## config.mk

```make
export PLATFORM = sky130hd
export DESIGN_NAME = pixel_range_rescaler_flat
export DESIGN_NICKNAME = d
export VERILOG_FILES = /design/src/rtl/prr_pkg.sv /design/src/rtl/prr_if.sv /design/src/rtl/prr_front.sv /design/src/rtl/prr_fifo.sv /design/src/rtl/prr_back.sv /design/src/rtl/pixel_range_rescaler.sv /design/src/flat_wrapper.sv
export SDC_FILE = /design/constraint.sdc
export NUM_CORES = 2
export LEC_CHECK = 0
export BUFFER_PORTS_ARGS = -buffer_cell sky130_fd_sc_hd__buf_2
export CAP_MARGIN = 20
export CORE_MARGIN = 1.5
export CORE_UTILIZATION = 30
export CTS_BUF_LIST = sky130_fd_sc_hd__clkbuf_16
export CTS_CLUSTER_DIAMETER = 150
export CTS_CLUSTER_SIZE = 16
export DETAILED_ROUTE_END_ITERATION = 8
export GPL_ROUTABILITY_DRIVEN = 0
export MAX_ROUTING_LAYER = met4
export SYNTH_ARGS = -nofsm -noshare
export SYNTH_HDL_FRONTEND = slang
export SYNTH_SLANG_ARGS = --single-unit
export TNS_END_PERCENT = 5
```

## constraint.sdc

```tcl
create_clock -name clock -period 19.4 [get_ports clock]
set_input_delay 1.94 -clock clock [delete_from_list [all_inputs] [get_ports clock]]
set_output_delay 1.94 -clock clock [all_outputs]
set_load 0.01 [all_outputs]
```

## src/rtl/prr_pkg.sv

```systemverilog
`default_nettype none
// ----------------------------------------------------------------------------
// prr_pkg
// Shared types and constants of the pixel range rescaler.
// ----------------------------------------------------------------------------
package prr_pkg;

   // opcodes of an input word
   localparam logic OPC_MEASURE = 1'b0;
   localparam logic OPC_APPLY   = 1'b1;

   // mode register codes
   localparam logic MODE_RANGE = 1'b0;
   localparam logic MODE_GAIN  = 1'b1;

   // register map, index = paddr[3:2]
   localparam int          CFG_ADDR_BITS = 4;
   localparam logic [1:0]  REG_MODE      = 2'd0;
   localparam logic [1:0]  REG_OUT_MIN   = 2'd1;
   localparam logic [1:0]  REG_OUT_MAX   = 2'd2;
   localparam logic [1:0]  REG_GAIN      = 2'd3;

   localparam int          RANGE_BITS    = 15;
   localparam int          GAIN_BITS     = 32;
   localparam int          FRAC_BITS     = 16;
   localparam logic [RANGE_BITS-1:0] OUT_MIN_RST = 15'd0;
   localparam logic [RANGE_BITS-1:0] OUT_MAX_RST = 15'd32767;
   localparam logic [GAIN_BITS-1:0]  GAIN_RST    = 32'h0001_0000;
   localparam logic [FRAC_BITS-1:0]  ROUND_HALF  = 16'h8000;

   typedef struct packed {
      logic                  mode;
      logic [RANGE_BITS-1:0] out_min;
      logic [RANGE_BITS-1:0] out_max;
      logic [GAIN_BITS-1:0]  gain;
   } cfg_type;

   // how the back end treats an apply word
   localparam int CLS_BITS = 2;
   typedef enum logic [CLS_BITS-1:0] {
      CLS_ZERO  = 2'd0,   // non-positive pixel in range mode
      CLS_OMIN  = 2'd1,   // empty or inverted range
      CLS_RANGE = 2'd2,   // linear map with division
      CLS_GAIN  = 2'd3    // multiply by gain
   } cls_type;

endpackage
`default_nettype wire

```

## src/rtl/prr_if.sv

```systemverilog
`default_nettype none
// ----------------------------------------------------------------------------
// prr_if
// Valid/ready channels for input words and result words.
// ----------------------------------------------------------------------------
interface prr_req_if #(parameter int PIXEL_BITS = 16);
   logic                         valid;
   logic                         ready;
   logic                         opcode;
   logic                         first_of_group;
   logic signed [PIXEL_BITS-1:0] pixel_in;

   modport source (output valid, opcode, first_of_group, pixel_in, input ready);
   modport sink   (input valid, opcode, first_of_group, pixel_in, output ready);
endinterface

interface prr_rsp_if #(parameter int PIXEL_BITS = 16);
   logic                         valid;
   logic                         ready;
   logic signed [PIXEL_BITS-1:0] pixel_out;
   logic                         saturated;

   modport source (output valid, pixel_out, saturated, input ready);
   modport sink   (input valid, pixel_out, saturated, output ready);
endinterface
`default_nettype wire

```

## src/rtl/prr_front.sv

```systemverilog
`default_nettype none
// ----------------------------------------------------------------------------
// prr_front
// Accepts input words, tracks the measured range and classifies apply words.
// ----------------------------------------------------------------------------
module prr_front
   import prr_pkg::*;
#(
   parameter int PIXEL_BITS = 16
) (
   input  wire logic                         clock,
   input  wire logic                         reset,
   prr_req_if.sink                           req_chan,
   input  wire cfg_type                      cfg,
   input  wire logic                         full,
   output logic                              push,
   output cls_type                           push_cls,
   output logic signed [PIXEL_BITS-1:0]      push_pixel,
   output logic signed [PIXEL_BITS-1:0]      push_low,
   output logic signed [PIXEL_BITS-1:0]      push_high
);

   logic signed [PIXEL_BITS-1:0] low_ff, low_in;
   logic signed [PIXEL_BITS-1:0] high_ff, high_in;
   logic                         accept;
   logic signed [PIXEL_BITS-1:0] pix;
   logic                         pix_pos;

   assign req_chan.ready = !full;
   assign accept         = req_chan.valid && !full;
   assign pix            = req_chan.pixel_in;
   assign pix_pos        = !pix[PIXEL_BITS-1] && (pix != '0);

   always_comb begin
      low_in  = low_ff;
      high_in = high_ff;
      if (accept && (req_chan.opcode == OPC_MEASURE)) begin
         if (req_chan.first_of_group) begin
            low_in  = pix;
            high_in = pix;
         end else if (pix != '0) begin
            if (pix < low_ff) begin
               low_in = pix;
            end
            if (pix > high_ff) begin
               high_in = pix;
            end
         end
      end
   end

   always_comb begin
      if (cfg.mode == MODE_GAIN) begin
         push_cls = CLS_GAIN;
      end else if (!pix_pos) begin
         push_cls = CLS_ZERO;
      end else if (high_ff <= low_ff) begin
         push_cls = CLS_OMIN;
      end else begin
         push_cls = CLS_RANGE;
      end
   end

   assign push       = accept && (req_chan.opcode == OPC_APPLY);
   assign push_pixel = pix;
   assign push_low   = low_ff;
   assign push_high  = high_ff;

   always_ff @(posedge clock) begin
      if (reset) begin
         low_ff  <= '0;
         high_ff <= '0;
      end else begin
         low_ff  <= low_in;
         high_ff <= high_in;
      end
   end

endmodule
`default_nettype wire

```

## src/rtl/prr_fifo.sv

```systemverilog
`default_nettype none
// ----------------------------------------------------------------------------
// prr_fifo
// Short word queue between the front end and the back end.
// ----------------------------------------------------------------------------
module prr_fifo #(
   parameter int WIDTH = 8,
   parameter int DEPTH = 2
) (
   input  wire logic             clock,
   input  wire logic             reset,
   input  wire logic             push,
   input  wire logic [WIDTH-1:0] wr_data,
   input  wire logic             pop,
   output logic [WIDTH-1:0]      rd_data,
   output logic                  full,
   output logic                  empty
);

   localparam int AW = (DEPTH > 1) ? $clog2(DEPTH) : 1;
   localparam int CW = $clog2(DEPTH + 1);

   logic [WIDTH-1:0] mem_ff [DEPTH];
   logic [AW-1:0]    wr_ptr_ff, wr_ptr_in;
   logic [AW-1:0]    rd_ptr_ff, rd_ptr_in;
   logic [CW-1:0]    count_ff, count_in;
   logic             do_push;
   logic             do_pop;

   assign full    = (count_ff == CW'(DEPTH));
   assign empty   = (count_ff == '0);
   assign do_push = push && !full;
   assign do_pop  = pop && !empty;
   assign rd_data = mem_ff[rd_ptr_ff];

   always_comb begin
      wr_ptr_in = wr_ptr_ff;
      rd_ptr_in = rd_ptr_ff;
      count_in  = count_ff;
      if (do_push) begin
         wr_ptr_in = (wr_ptr_ff == AW'(DEPTH - 1)) ? '0 : wr_ptr_ff + 1'b1;
      end
      if (do_pop) begin
         rd_ptr_in = (rd_ptr_ff == AW'(DEPTH - 1)) ? '0 : rd_ptr_ff + 1'b1;
      end
      if (do_push && !do_pop) begin
         count_in = count_ff + 1'b1;
      end else if (do_pop && !do_push) begin
         count_in = count_ff - 1'b1;
      end
   end

   always_ff @(posedge clock) begin
      if (do_push) begin
         mem_ff[wr_ptr_ff] <= wr_data;
      end
   end

   always_ff @(posedge clock) begin
      if (reset) begin
         wr_ptr_ff <= '0;
         rd_ptr_ff <= '0;
         count_ff  <= '0;
      end else begin
         wr_ptr_ff <= wr_ptr_in;
         rd_ptr_ff <= rd_ptr_in;
         count_ff  <= count_in;
      end
   end

endmodule
`default_nettype wire

```

## src/rtl/prr_back.sv

```systemverilog
`default_nettype none
// ----------------------------------------------------------------------------
// prr_back
// Computes one result per apply word: range map through an iterative
// divider, or gain multiply, then rounding and saturation into the
// result register.
// ----------------------------------------------------------------------------
module prr_back
   import prr_pkg::*;
#(
   parameter int PIXEL_BITS = 16
) (
   input  wire logic                         clock,
   input  wire logic                         reset,
   input  wire cfg_type                      cfg,
   input  wire logic                         empty,
   output logic                              pop,
   input  wire cls_type                      cls,
   input  wire logic signed [PIXEL_BITS-1:0] pixel,
   input  wire logic signed [PIXEL_BITS-1:0] low,
   input  wire logic signed [PIXEL_BITS-1:0] high,
   prr_rsp_if.source                         rsp_chan
);

   localparam int P     = PIXEL_BITS;
   localparam int NUMW  = P + 18;            // signed numerator
   localparam int DW    = P + 18;            // 2|num| + den
   localparam int ITER  = (DW + 1) / 2;      // two quotient bits per cycle
   localparam int QW    = 2 * ITER;
   localparam int DVW   = P + 1;             // divisor 2*den
   localparam int CW    = $clog2(ITER + 1);
   localparam int PRODW = P + GAIN_BITS;
   localparam int OMW   = P + RANGE_BITS;
   localparam int SMW   = P + 17;
   localparam logic [QW-1:0] LIM_POS = {{(QW - P + 1){1'b0}}, {(P - 1){1'b1}}};
   localparam logic [QW-1:0] LIM_NEG = LIM_POS + 1'b1;

   typedef enum logic [7:0] {
      B_IDLE = 8'b0000_0001,
      B_GMUL = 8'b0000_0010,
      B_GRND = 8'b0000_0100,
      B_MUL1 = 8'b0000_1000,
      B_MUL2 = 8'b0001_0000,
      B_PREP = 8'b0010_0000,
      B_DIV  = 8'b0100_0000,
      B_OUT  = 8'b1000_0000
   } bst_type;

   bst_type               state_ff, state_in;
   logic [P-1:0]          den_ff, den_in;
   logic signed [P:0]     diff_ff, diff_in;
   logic [P-1:0]          pmag_ff, pmag_in;
   logic                  neg_ff, neg_in;
   logic [PRODW-1:0]      prod_ff, prod_in;
   logic signed [NUMW-1:0] acc_ff, acc_in;
   logic [QW-1:0]         quo_ff, quo_in;
   logic [DVW-1:0]        rem_ff, rem_in;
   logic [DVW-1:0]        dvs_ff, dvs_in;
   logic [CW-1:0]         cnt_ff, cnt_in;
   logic [QW-1:0]         mag_ff, mag_in;
   logic                  out_valid_ff, out_valid_in;
   logic [P-1:0]          out_pix_ff, out_pix_in;
   logic                  out_sat_ff, out_sat_in;

   logic [OMW-1:0]        omul;
   logic signed [15:0]    span;
   logic signed [SMW-1:0] smul;
   logic [NUMW-1:0]       amag;
   logic [PRODW-1:0]      rsum;
   logic [QW-1:0]         step_q;
   logic [DVW-1:0]        step_r;
   logic                  load;
   logic [P-1:0]          sat_pix;
   logic                  sat_flag;

   assign omul = cfg.out_min * den_ff;
   assign span = $signed({1'b0, cfg.out_max}) - $signed({1'b0, cfg.out_min});
   assign smul = diff_ff * span;
   assign amag = acc_ff[NUMW-1] ? NUMW'(-acc_ff) : NUMW'(acc_ff);
   assign rsum = prod_ff + PRODW'(ROUND_HALF);

   // two restoring divide steps
   always_comb begin
      logic [DVW:0] t;
      step_r = rem_ff;
      step_q = quo_ff;
      for (int k = 0; k < 2; k++) begin
         t      = {step_r, step_q[QW-1]};
         step_q = {step_q[QW-2:0], 1'b0};
         if (t >= {1'b0, dvs_ff}) begin
            t         = t - {1'b0, dvs_ff};
            step_q[0] = 1'b1;
         end
         step_r = t[DVW-1:0];
      end
   end

   // sign and saturate the magnitude
   always_comb begin
      sat_flag = 1'b0;
      if (neg_ff) begin
         if (mag_ff > LIM_NEG) begin
            sat_flag = 1'b1;
            sat_pix  = {1'b1, {(P - 1){1'b0}}};
         end else begin
            sat_pix  = '0 - mag_ff[P-1:0];
         end
      end else begin
         if (mag_ff > LIM_POS) begin
            sat_flag = 1'b1;
            sat_pix  = {1'b0, {(P - 1){1'b1}}};
         end else begin
            sat_pix  = mag_ff[P-1:0];
         end
      end
   end

   assign load = (state_ff == B_OUT) && (!out_valid_ff || rsp_chan.ready);
   assign pop  = (state_ff == B_IDLE) && !empty;

   always_comb begin
      state_in = state_ff;
      den_in   = den_ff;
      diff_in  = diff_ff;
      pmag_in  = pmag_ff;
      neg_in   = neg_ff;
      prod_in  = prod_ff;
      acc_in   = acc_ff;
      quo_in   = quo_ff;
      rem_in   = rem_ff;
      dvs_in   = dvs_ff;
      cnt_in   = cnt_ff;
      mag_in   = mag_ff;
      case (state_ff)
         B_IDLE: begin
            if (!empty) begin
               case (cls)
                  CLS_GAIN: begin
                     neg_in   = pixel[P-1];
                     pmag_in  = pixel[P-1] ? ('0 - pixel) : pixel;
                     state_in = B_GMUL;
                  end
                  CLS_OMIN: begin
                     neg_in   = 1'b0;
                     mag_in   = QW'(cfg.out_min);
                     state_in = B_OUT;
                  end
                  CLS_RANGE: begin
                     den_in   = P'(high - low);
                     diff_in  = (P+1)'(pixel) - (P+1)'(low);
                     state_in = B_MUL1;
                  end
                  default: begin
                     neg_in   = 1'b0;
                     mag_in   = '0;
                     state_in = B_OUT;
                  end
               endcase
            end
         end
         B_GMUL: begin
            prod_in  = pmag_ff * cfg.gain;
            state_in = B_GRND;
         end
         B_GRND: begin
            mag_in   = QW'(rsum >> FRAC_BITS);
            state_in = B_OUT;
         end
         B_MUL1: begin
            acc_in   = NUMW'(omul);
            state_in = B_MUL2;
         end
         B_MUL2: begin
            acc_in   = acc_ff + NUMW'(smul);
            state_in = B_PREP;
         end
         B_PREP: begin
            neg_in   = acc_ff[NUMW-1];
            quo_in   = QW'({amag[NUMW-2:0], 1'b0}) + QW'(den_ff);
            dvs_in   = {den_ff, 1'b0};
            rem_in   = '0;
            cnt_in   = '0;
            state_in = B_DIV;
         end
         B_DIV: begin
            quo_in = step_q;
            rem_in = step_r;
            cnt_in = cnt_ff + 1'b1;
            if (cnt_ff == CW'(ITER - 1)) begin
               mag_in   = step_q;
               state_in = B_OUT;
            end
         end
         B_OUT: begin
            if (load) begin
               state_in = B_IDLE;
            end
         end
         default: begin
            state_in = B_IDLE;
         end
      endcase
   end

   // result register: holds a word while the next one is being computed
   assign out_valid_in = load || (out_valid_ff && !rsp_chan.ready);
   assign out_pix_in   = load ? sat_pix : out_pix_ff;
   assign out_sat_in   = load ? sat_flag : out_sat_ff;

   assign rsp_chan.valid     = out_valid_ff;
   assign rsp_chan.pixel_out = out_pix_ff;
   assign rsp_chan.saturated = out_sat_ff;

   always_ff @(posedge clock) begin
      den_ff     <= den_in;
      diff_ff    <= diff_in;
      pmag_ff    <= pmag_in;
      neg_ff     <= neg_in;
      prod_ff    <= prod_in;
      acc_ff     <= acc_in;
      quo_ff     <= quo_in;
      rem_ff     <= rem_in;
      dvs_ff     <= dvs_in;
      cnt_ff     <= cnt_in;
      mag_ff     <= mag_in;
      out_pix_ff <= out_pix_in;
      out_sat_ff <= out_sat_in;
   end

   always_ff @(posedge clock) begin
      if (reset) begin
         state_ff     <= B_IDLE;
         out_valid_ff <= 1'b0;
      end else begin
         state_ff     <= state_in;
         out_valid_ff <= out_valid_in;
      end
   end

   a_rem_below_divisor: assert property (@(posedge clock) disable iff (reset)
      (state_ff == B_DIV) |-> (rem_ff < dvs_ff))
      else $error("divider remainder not below divisor");

   a_pop_only_idle: assert property (@(posedge clock) disable iff (reset)
      pop |-> (state_ff == B_IDLE) && !empty)
      else $error("queue popped while busy");

   a_div_count_bound: assert property (@(posedge clock) disable iff (reset)
      (state_ff == B_DIV) |-> (cnt_ff < CW'(ITER)))
      else $error("divider ran past its step count");

   a_sat_at_limit: assert property (@(posedge clock) disable iff (reset)
      (out_valid_ff && out_sat_ff) |->
         (out_pix_ff == {1'b0, {(P - 1){1'b1}}}) || (out_pix_ff == {1'b1, {(P - 1){1'b0}}}))
      else $error("saturated word not at a range limit");

endmodule
`default_nettype wire

```

## src/rtl/pixel_range_rescaler.sv

```systemverilog
`default_nettype none
// Flow: measure words give no result. An apply word is queued and then taken by
//   the back end: a zero or empty range skips the arithmetic, gain mode
//   multiplies and rounds, and a range map multiplies twice, then divides.
// Throughput: one input word per cycle while the 2-entry queue has room; the back
//   end takes a new apply word only when idle, after the last result is loaded.
// Reset: synchronous; control and config registers take their reset values, range bounds clear.
// ----------------------------------------------------------------------------
// pixel_range_rescaler
// Min/max contrast stretch and Q16.16 gain with rounding and saturation.
// ----------------------------------------------------------------------------
module pixel_range_rescaler
   import prr_pkg::*;
#(
   parameter int PIXEL_BITS = 16
) (
   input  wire logic                     clock,
   input  wire logic                     reset,
   prr_req_if.sink                       req_chan,
   prr_rsp_if.source                     rsp_chan,
   input  wire logic                     psel,
   input  wire logic                     penable,
   input  wire logic                     pwrite,
   input  wire logic [CFG_ADDR_BITS-1:0] paddr,
   input  wire logic [31:0]              pwdata,
   output logic [31:0]                   prdata,
   output logic                          pready
);

   localparam int EW = CLS_BITS + 3 * PIXEL_BITS;

   cfg_type                      cfg_ff, cfg_in;
   logic                         wr_en;
   logic                         fifo_push;
   logic                         fifo_pop;
   logic                         fifo_full;
   logic                         fifo_empty;
   logic [EW-1:0]                fifo_wr;
   logic [EW-1:0]                fifo_rd;
   cls_type                      push_cls;
   logic signed [PIXEL_BITS-1:0] push_pixel;
   logic signed [PIXEL_BITS-1:0] push_low;
   logic signed [PIXEL_BITS-1:0] push_high;
   cls_type                      pop_cls;
   logic signed [PIXEL_BITS-1:0] pop_pixel;
   logic signed [PIXEL_BITS-1:0] pop_low;
   logic signed [PIXEL_BITS-1:0] pop_high;

   assign pready = 1'b1;
   assign wr_en  = psel && penable && pwrite;

   always_comb begin
      cfg_in = cfg_ff;
      if (wr_en) begin
         case (paddr[3:2])
            REG_MODE:    cfg_in.mode    = pwdata[0];
            REG_OUT_MIN: cfg_in.out_min = pwdata[RANGE_BITS-1:0];
            REG_OUT_MAX: cfg_in.out_max = pwdata[RANGE_BITS-1:0];
            REG_GAIN:    cfg_in.gain    = pwdata[GAIN_BITS-1:0];
            default:     cfg_in         = cfg_ff;
         endcase
      end
   end

   always_comb begin
      case (paddr[3:2])
         REG_MODE:    prdata = 32'(cfg_ff.mode);
         REG_OUT_MIN: prdata = 32'(cfg_ff.out_min);
         REG_OUT_MAX: prdata = 32'(cfg_ff.out_max);
         REG_GAIN:    prdata = cfg_ff.gain;
         default:     prdata = '0;
      endcase
   end

   always_ff @(posedge clock) begin
      if (reset) begin
         cfg_ff.mode    <= MODE_RANGE;
         cfg_ff.out_min <= OUT_MIN_RST;
         cfg_ff.out_max <= OUT_MAX_RST;
         cfg_ff.gain    <= GAIN_RST;
      end else begin
         cfg_ff <= cfg_in;
      end
   end

   prr_front #(
      .PIXEL_BITS (PIXEL_BITS)
   ) u_front (
      .clock      (clock),
      .reset      (reset),
      .req_chan   (req_chan),
      .cfg        (cfg_ff),
      .full       (fifo_full),
      .push       (fifo_push),
      .push_cls   (push_cls),
      .push_pixel (push_pixel),
      .push_low   (push_low),
      .push_high  (push_high)
   );

   assign fifo_wr = {push_cls, push_pixel, push_low, push_high};

   prr_fifo #(
      .WIDTH (EW),
      .DEPTH (2)
   ) u_fifo (
      .clock   (clock),
      .reset   (reset),
      .push    (fifo_push),
      .wr_data (fifo_wr),
      .pop     (fifo_pop),
      .rd_data (fifo_rd),
      .full    (fifo_full),
      .empty   (fifo_empty)
   );

   assign pop_cls   = cls_type'(fifo_rd[EW-1 -: CLS_BITS]);
   assign pop_pixel = fifo_rd[3*PIXEL_BITS-1 -: PIXEL_BITS];
   assign pop_low   = fifo_rd[2*PIXEL_BITS-1 -: PIXEL_BITS];
   assign pop_high  = fifo_rd[PIXEL_BITS-1:0];

   prr_back #(
      .PIXEL_BITS (PIXEL_BITS)
   ) u_back (
      .clock    (clock),
      .reset    (reset),
      .cfg      (cfg_ff),
      .empty    (fifo_empty),
      .pop      (fifo_pop),
      .cls      (pop_cls),
      .pixel    (pop_pixel),
      .low      (pop_low),
      .high     (pop_high),
      .rsp_chan (rsp_chan)
   );

endmodule
`default_nettype wire

```

## src/flat_wrapper.sv

```systemverilog
// flat-port wrapper written by rule: the top's interface ports become plain ports
module pixel_range_rescaler_flat import prr_pkg::*;
#(
   parameter int PIXEL_BITS = 16
)
  (clock, reset, psel, penable, pwrite, paddr, pwdata, prdata, pready, req_chan_valid, req_chan_opcode, req_chan_first_of_group, req_chan_pixel_in, req_chan_ready, rsp_chan_valid, rsp_chan_pixel_out, rsp_chan_saturated, rsp_chan_ready);
  prr_req_if #(.PIXEL_BITS(PIXEL_BITS)) req_chan_i ();
  prr_rsp_if #(.PIXEL_BITS(PIXEL_BITS)) rsp_chan_i ();
  input  wire logic clock;
  input  wire logic reset;
  input  wire logic psel;
  input  wire logic penable;
  input  wire logic pwrite;
  input  wire logic [CFG_ADDR_BITS-1:0] paddr;
  input  wire logic [31:0] pwdata;
  output logic [31:0] prdata;
  output logic pready;
  input wire logic [$bits(req_chan_i.valid)-1:0] req_chan_valid;
  input wire logic [$bits(req_chan_i.opcode)-1:0] req_chan_opcode;
  input wire logic [$bits(req_chan_i.first_of_group)-1:0] req_chan_first_of_group;
  input wire logic [$bits(req_chan_i.pixel_in)-1:0] req_chan_pixel_in;
  output wire logic [$bits(req_chan_i.ready)-1:0] req_chan_ready;
  output wire logic [$bits(rsp_chan_i.valid)-1:0] rsp_chan_valid;
  output wire logic [$bits(rsp_chan_i.pixel_out)-1:0] rsp_chan_pixel_out;
  output wire logic [$bits(rsp_chan_i.saturated)-1:0] rsp_chan_saturated;
  input wire logic [$bits(rsp_chan_i.ready)-1:0] rsp_chan_ready;
  assign req_chan_i.valid = req_chan_valid;
  assign req_chan_i.opcode = req_chan_opcode;
  assign req_chan_i.first_of_group = req_chan_first_of_group;
  assign req_chan_i.pixel_in = req_chan_pixel_in;
  assign req_chan_ready = req_chan_i.ready;
  assign rsp_chan_valid = rsp_chan_i.valid;
  assign rsp_chan_pixel_out = rsp_chan_i.pixel_out;
  assign rsp_chan_saturated = rsp_chan_i.saturated;
  assign rsp_chan_i.ready = rsp_chan_ready;
  pixel_range_rescaler #(.PIXEL_BITS(PIXEL_BITS)) u_core (.clock(clock), .reset(reset), .req_chan(req_chan_i), .rsp_chan(rsp_chan_i), .psel(psel), .penable(penable), .pwrite(pwrite), .paddr(paddr), .pwdata(pwdata), .prdata(prdata), .pready(pready));
endmodule
```

# == Word level (Yosys, flattened, before mapping) ==
# Memories as Yosys holds them, arrays and structs flattened. A register that Yosys moved wholly into a read port is not among the register bits.
# Cells that the tools add are included.
# word_totals
memories,1
inputBits,61
ramBits,100
regBits,363
out_inout_bits,52
elab_cells,166
# op_classes
mux,46
n_reduce_logical,45
magnitude_cmp,7
n_eq_ne,21
n_addsub,16
bitwise,2
mul,3
# memory_table
memory,depth,width,rd,rd_clocked_by_memory_dff,write_ports,line,rtl
u_core.u_fifo.mem_ff,2,50,1,1,1,prr_fifo.sv:23,logic [WIDTH-1:0] mem_ff [DEPTH];
# ops
operator,count
$pmux W34 S2,3
$mux W16,9
$pmux W32 S4,1
$pmux W34 S3,1
$mux W34,2
$pmux W8 S8,1
$add A48 B16 Y48 const B,1
$mul A16 B32 Y48,1
$ge A18 B17 Y1,2
$add A34 B16 Y34,1
$add A34 B33 Y34,1
$gt A34 B15 Y1 const B,1
$gt A34 B16 Y1 const B,1
$mux W17,2
$pmux W17 S2,1
$sub A17 B17 Y17,2
$mul A17 B16 Y33,1
$mux W33,1
$neg A33 Y33,1
$sub A1 B16 Y16 const A,2
$mul A15 B16 Y31,1
$mux W8,3
$reduce_and A3 Y1,6
$sub A16 B16 Y17,1
38 further kinds,94

# == Logic depth before layout (Yosys ltp) ==
# logic_depth
depth_word,9
mapped_depth,37
mapped_depth_nobuf,35

# == Modules after synthesis ==
# A second synthesis with hierarchy kept.
# hier_totals
cells_unflattened,6226
hier_area_um2,59460.8
# by_module_without_submodules
module,area_per_inst_um2,n_inst,seq_area_each_um2,cells_per_inst
prr_back,49802.8,1,7387.1,5389
prr_fifo,3812.4,1,3103.0,181
pixel_range_rescaler,3150.5,1,1261.2,345
prr_front,2695.1,1,640.6,311

# == Worst setup path after synthesis ==
# Ideal clock, no wire load.
# synth_path
path_kind,reg-to-reg
startpoint,register u_core.cfg_ff[48] (netlist bit)
endpoint,register u_core.u_back.acc_ff[25] (data pin)
setup_slack_ns,10.975
required_time_ns,19.128
path_stages_with_launch,33
path_buffers,2
arrival_ns,8.153
synth_period_minus_slack_ns,8.425
setup_ns,0.272
cell_sequence,dfxtp_1 -> clkbuf_1 -> inv_1 -> ha_1 -> nor2b_1 -> o21ai_0 -> a21boi_0 -> o21ai_0 -> a21boi_0 -> o2111ai_1 -> nand3_1 -> a31o_2 -> a211oi_1 -> clkbuf_1 -> nor3b_1 -> fa_1 -> fa_1 -> fa_1 -> fa_1 -> fa_1 -> inv_1 -> fa_1 -> inv_1 -> ha_1 -> a21o_1 -> a21o_1 -> a21o_1 -> a21o_1 -> o311a_1 -> o21a_1 -> o21a_1 -> o311ai_0 -> o21ai_0
# synth_between
elab_chain_cells,4
elab_cells_between_ends,5
classes_between,add/sub (2); mul (2); mux (1)
# synth_lines
element,line,rtl
from (decl),pixel_range_rescaler.sv:32,"cfg_type cfg_ff, cfg_in;"
from (signal assigned),pixel_range_rescaler.sv:82,cfg_ff <= cfg_in;
$sub A15 B15 Y16,prr_back.sv:77,"assign span = $signed({1'b0, cfg.out_max}) - $signed({1'b0, cfg.out_min});"
$mul A17 B16 Y33,prr_back.sv:78,assign smul = diff_ff * span;
$add A34 B33 Y34,prr_back.sv:174,acc_in = acc_ff + NUMW'(smul);
$pmux W34 S2 *,prr_back.sv:134,case (state_ff)
net u_core.u_back.acc_in[25],prr_back.sv:55,"logic signed [NUMW-1:0] acc_ff, acc_in;"
to (signal assigned),prr_back.sv:220,acc_ff <= acc_in;
to (decl),prr_back.sv:55,
# Mark *: on every way through the listed nets, which the timed path passes. The rest lies on a longest branch.
# A chain may end at the register's enable or synchronous reset.

# == Worst setup path in the final report ==
# layout_path
startpoint,register u_core.cfg_ff[48] (netlist bit)
endpoint,register u_core.u_back.acc_ff[30] (data pin)
# The elaborated chain is that of the path after synthesis.

==> results.sh <==
export IMPL_synthArstFlopShare_pct=0
export IMPL_placed_cells=8633
export IMPL_post_route_util_pct=32.7
export IMPL_min_path_type="register to register"
export IMPL_area_growth_pct=7.91
export IMPL_maxCapViolCount=0
export IMPL_io_buffers=109
export IMPL_antenna_found_initial=7
export IMPL_synth_top_area_share_pct=31.4
export IMPL_fillers=19600
export IMPL_synth_area_sq_um=58600
export IMPL_cp_slowest_cell="fa_1"
export IMPL_synth_top_flop_cell="edfxtp_1"
export IMPL_holdPathEnd="u_core.u_fifo.mem_ff[0][31]$_DFFE_PP_"
export IMPL_muxShareOfSynthArea_pct=1.95
export IMPL_end_kind="register"
export IMPL_drive_gt1_share_pct=5.56
export IMPL_die_area_sq_um=198000
export IMPL_start_util_pct=30.3
export IMPL_crit_top_cell="fa_1"
export IMPL_startpoint_type="register"
export IMPL_r2r_end="u_core.u_back.acc_ff[30]$_DFFE_PP_"
export IMPL_fin_skew_ns=0.0372
export IMPL_cts_root_buf="clkbuf_16"
export IMPL_cp_arrival_ns=9.41
export IMPL_rsz0062_at_grt="no"
export IMPL_multi_input_area_sq_um=41300
export IMPL_drt_wirelength_per_cell_um=18.7
export IMPL_required_ns=19.76
export IMPL_stdcell_count=8707
export IMPL_holdPathStages=0
export IMPL_hp_start="u_core.u_front.push_low[15]$_SDFFE_PP0P_"
export IMPL_setup_viol=0
export IMPL_synth_top_family_by_area="adder cells"
export IMPL_max_freq_mhz=110
export IMPL_synthSimpleGateAreaFrac_pct=15.7
export IMPL_regArea_sq_um=12400
export IMPL_io_pins=113
export IMPL_synthXorXnorAreaFrac_pct=4.06
export IMPL_die_y_um=445
export IMPL_syn_inst=6182
export IMPL_slew_headroom_pct=21.0
export IMPL_crit_start="u_core.cfg_ff[48]$_SDFFE_PP0P_"
export IMPL_cts_sinks=449
export IMPL_yosys_area_top_type="fa_1"
export IMPL_row_count=161
export IMPL_hpwl_mm=127
export IMPL_cts_tree="done"
export IMPL_synth_area_leaders="fa_1 31%, edfxtp_1 17%, ha_1 9.8%"
export IMPL_hold_viol=0
export IMPL_postLayoutCellArea_sq_um=63200
export IMPL_ctsLongestPathBuffers=3
export IMPL_synth_adder_area_share_pct=41.2
export IMPL_synth_cell_types=77
export IMPL_grt_use_total_pct=17.2
export IMPL_place_area_sq_um=62000
export IMPL_r2r_setup_slack_ns=10.35
export IMPL_drt_pass1_iter_count=6
export IMPL_viasPerCell=4.91
export IMPL_crit_path_max_incr_delay_ns=0.53
export IMPL_period_needed_ns=9.05
export IMPL_synthTopCellsByCount="1063 x inv_1, 1027 x nand2_1, 918 x fa_1"
export IMPL_fin_tns_setup_ns=0
export IMPL_drc=0
export IMPL_cts_buffers=36
export IMPL_drt_initial_drc_count=3057
export IMPL_crit_type="register to register"
export IMPL_worst_slew_pin_slew_ns=1.18
export IMPL_routed_wl_mm=163
export IMPL_synth_compound_area_share_pct=7.32
export IMPL_yosysMostFrequentCell="inv_1"
export IMPL_avgSynthCellArea_sq_um=9.47
export IMPL_rr_worst_depth=33
export IMPL_clk_pin_slew_ns=0.08
export IMPL_synth_edff_count=340
export IMPL_coreArea_sq_um=193000
export IMPL_ant_nets=0
export IMPL_cts_resized_gates=0
export IMPL_hold_buffers=0
export IMPL_cts_setup_buffers=0
export IMPL_syn_nets=7621
export IMPL_vias=42800
export IMPL_ys_ff_latch=449
export IMPL_grt_max_degree=84
export IMPL_nets=7588
export IMPL_grt_pass1_vias=45100
export IMPL_yosys_warnings=0
export IMPL_die_x_um=445
export IMPL_grt_first_pass_wirelength_mm=258
export IMPL_path_max_fanout=20
export IMPL_ys_seq_area_share_pct=21.2
export IMPL_drv_slew=0
export IMPL_status="finished clean"
export IMPL_cts_htree_levels=2
export IMPL_period_share_pct=46.7
export IMPL_insertion_delay_ns=0.62
export IMPL_grt_overflow_total=0
export IMPL_reg2reg_from="u_core.cfg_ff[48]$_SDFFE_PP0P_"
-- layout make-up --
type | count | area share (%)
sequential | 449 | 19.6
inverter | 1063 | 6.31
antenna | 8 | 0.0317
multi-input combinational | 4399 | 65.3
tap | 2526 | 5.00
timing repair buffer | 200 | 2.06
clock inverter | 26 | 0.293
clock buffer | 36 | 1.43
-- worst max path at each step --
stage	cells past startpoint	end
global placement	29	u_core.u_back.acc_ff[25]$_DFFE_PP_
global route	34	u_core.u_back.acc_ff[32]$_SDFFCE_PN0P_
floorplan	32	u_core.u_back.acc_ff[25]$_DFFE_PP_
finish	33	u_core.u_back.acc_ff[30]$_DFFE_PP_
CTS	33	u_core.u_back.acc_ff[30]$_DFFE_PP_
detailed placement	33	u_core.u_back.acc_ff[30]$_DFFE_PP_
-- metrics by stage --
stage / hold WS (ns) / setup WS (ns)
after floorplan: 0.447 / 10.98
after global placement: 0.462 / 10.56
after detailed placement: 0.465 / 10.45
after CTS: 0.473 / 10.37
after global routing: 0.508 / 9.82
final: 0.468 / 10.35
-- worst max-delay path, delay by kind of cell (launching register included) --
family / cells / cell delay [ns]
adders and majority gates: 8 / 3.63
xor gates and xnor gates: 1 / 0.17
and+or+nand+nor: 3 / 0.78
DFF: 1 / 0.32
AOI/OAI and AO/OA: 15 / 3.09
buffers and inverters: 6 / 0.74
-- flip-flops by register name (all words and copies together) (netlist names), named ones only --
| signal | count |
|---|---|
| u_core.u_back.neg_ff | 1 |
| u_core.u_front.push_low | 16 |
| u_core.u_front.push_high | 16 |
| u_core.u_back.dvs_ff | 16 |
| u_core.u_back.pmag_ff | 16 |
| u_core.u_fifo.wr_ptr_ff | 1 |
| u_core.u_back.acc_ff | 34 |
| u_core.u_back.cnt_ff | 5 |
| u_core.u_back.rsp_chan.valid | 1 |
| u_core.u_back.rsp_chan.pixel_out | 16 |
| u_core.u_back.rem_ff | 17 |
| u_core.u_back.den_ff | 16 |
| u_core.u_back.mag_ff | 34 |
| u_core.u_back.prod_ff | 33 |
| u_core.u_back.rsp_chan.saturated | 1 |
| u_core.u_fifo.mem_ff | 100 |
| u_core.u_fifo.count_ff | 2 |
| u_core.cfg_ff | 63 |
| u_core.u_fifo.rd_ptr_ff | 1 |
| u_core.u_back.diff_ff | 17 |
| u_core.u_back.state_ff | 8 |
| u_core.u_back.quo_ff | 34 |
-- routing by layer --
metal / GRT usage [%] / routed length, um / vias to the layer above
met4: 8.07 / 9390 / 0
met1: 21.2 / 67700 / 21600
met3: 2.02 / 9470 / 311
met2: 28.1 / 76400 / 1358
li1: - / - / 19500
met5: - / 0 / -
-- cell families (layout without fill, tap and decap cells) --
family | after synthesis | in the layout
flip-flops | 449 | 449
AND/OR/NAND/NOR | 1961 | 1961
buffers and inverters | 1334 | 1325
adder cells (fa/ha/maj) | 1378 | 1378
other | 1 | 9
multiplexers | 107 | 107
AO/OA/AOI/OAI | 682 | 682
XOR/XNOR | 270 | 270
-- cells in the final DEF (no fill, tap or decap), types with 14 or more instances in the layout --
cell type,n
nand2_1,1026
buf_2,108
o21bai_1,18
ha_1,460
nand2b_1,40
o21ai_0,171
or3_1,29
a211oi_1,22
a22o_1,16
inv_1,1079
a21oi_1,196
nor4_1,17
a21o_1,65
buf_4,87
o211ai_1,21
nor3_1,56
nor3b_1,20
mux2i_1,61
a31oi_1,20
clkbuf_16,36
nand4_1,32
o31ai_1,33
and2_1,315
o21a_1,21
nor2b_1,57
or4_1,14
fa_1,918
nand3_1,78
and3_1,39
nor2_1,185
xnor2_1,151
mux2_2,45
dfxtp_1,108
edfxtp_1,340
xor2_1,117
Power is left out: the tool's default activity adds up to more than one toggle a clock period on the data nets, which glitch-free logic cannot reach.
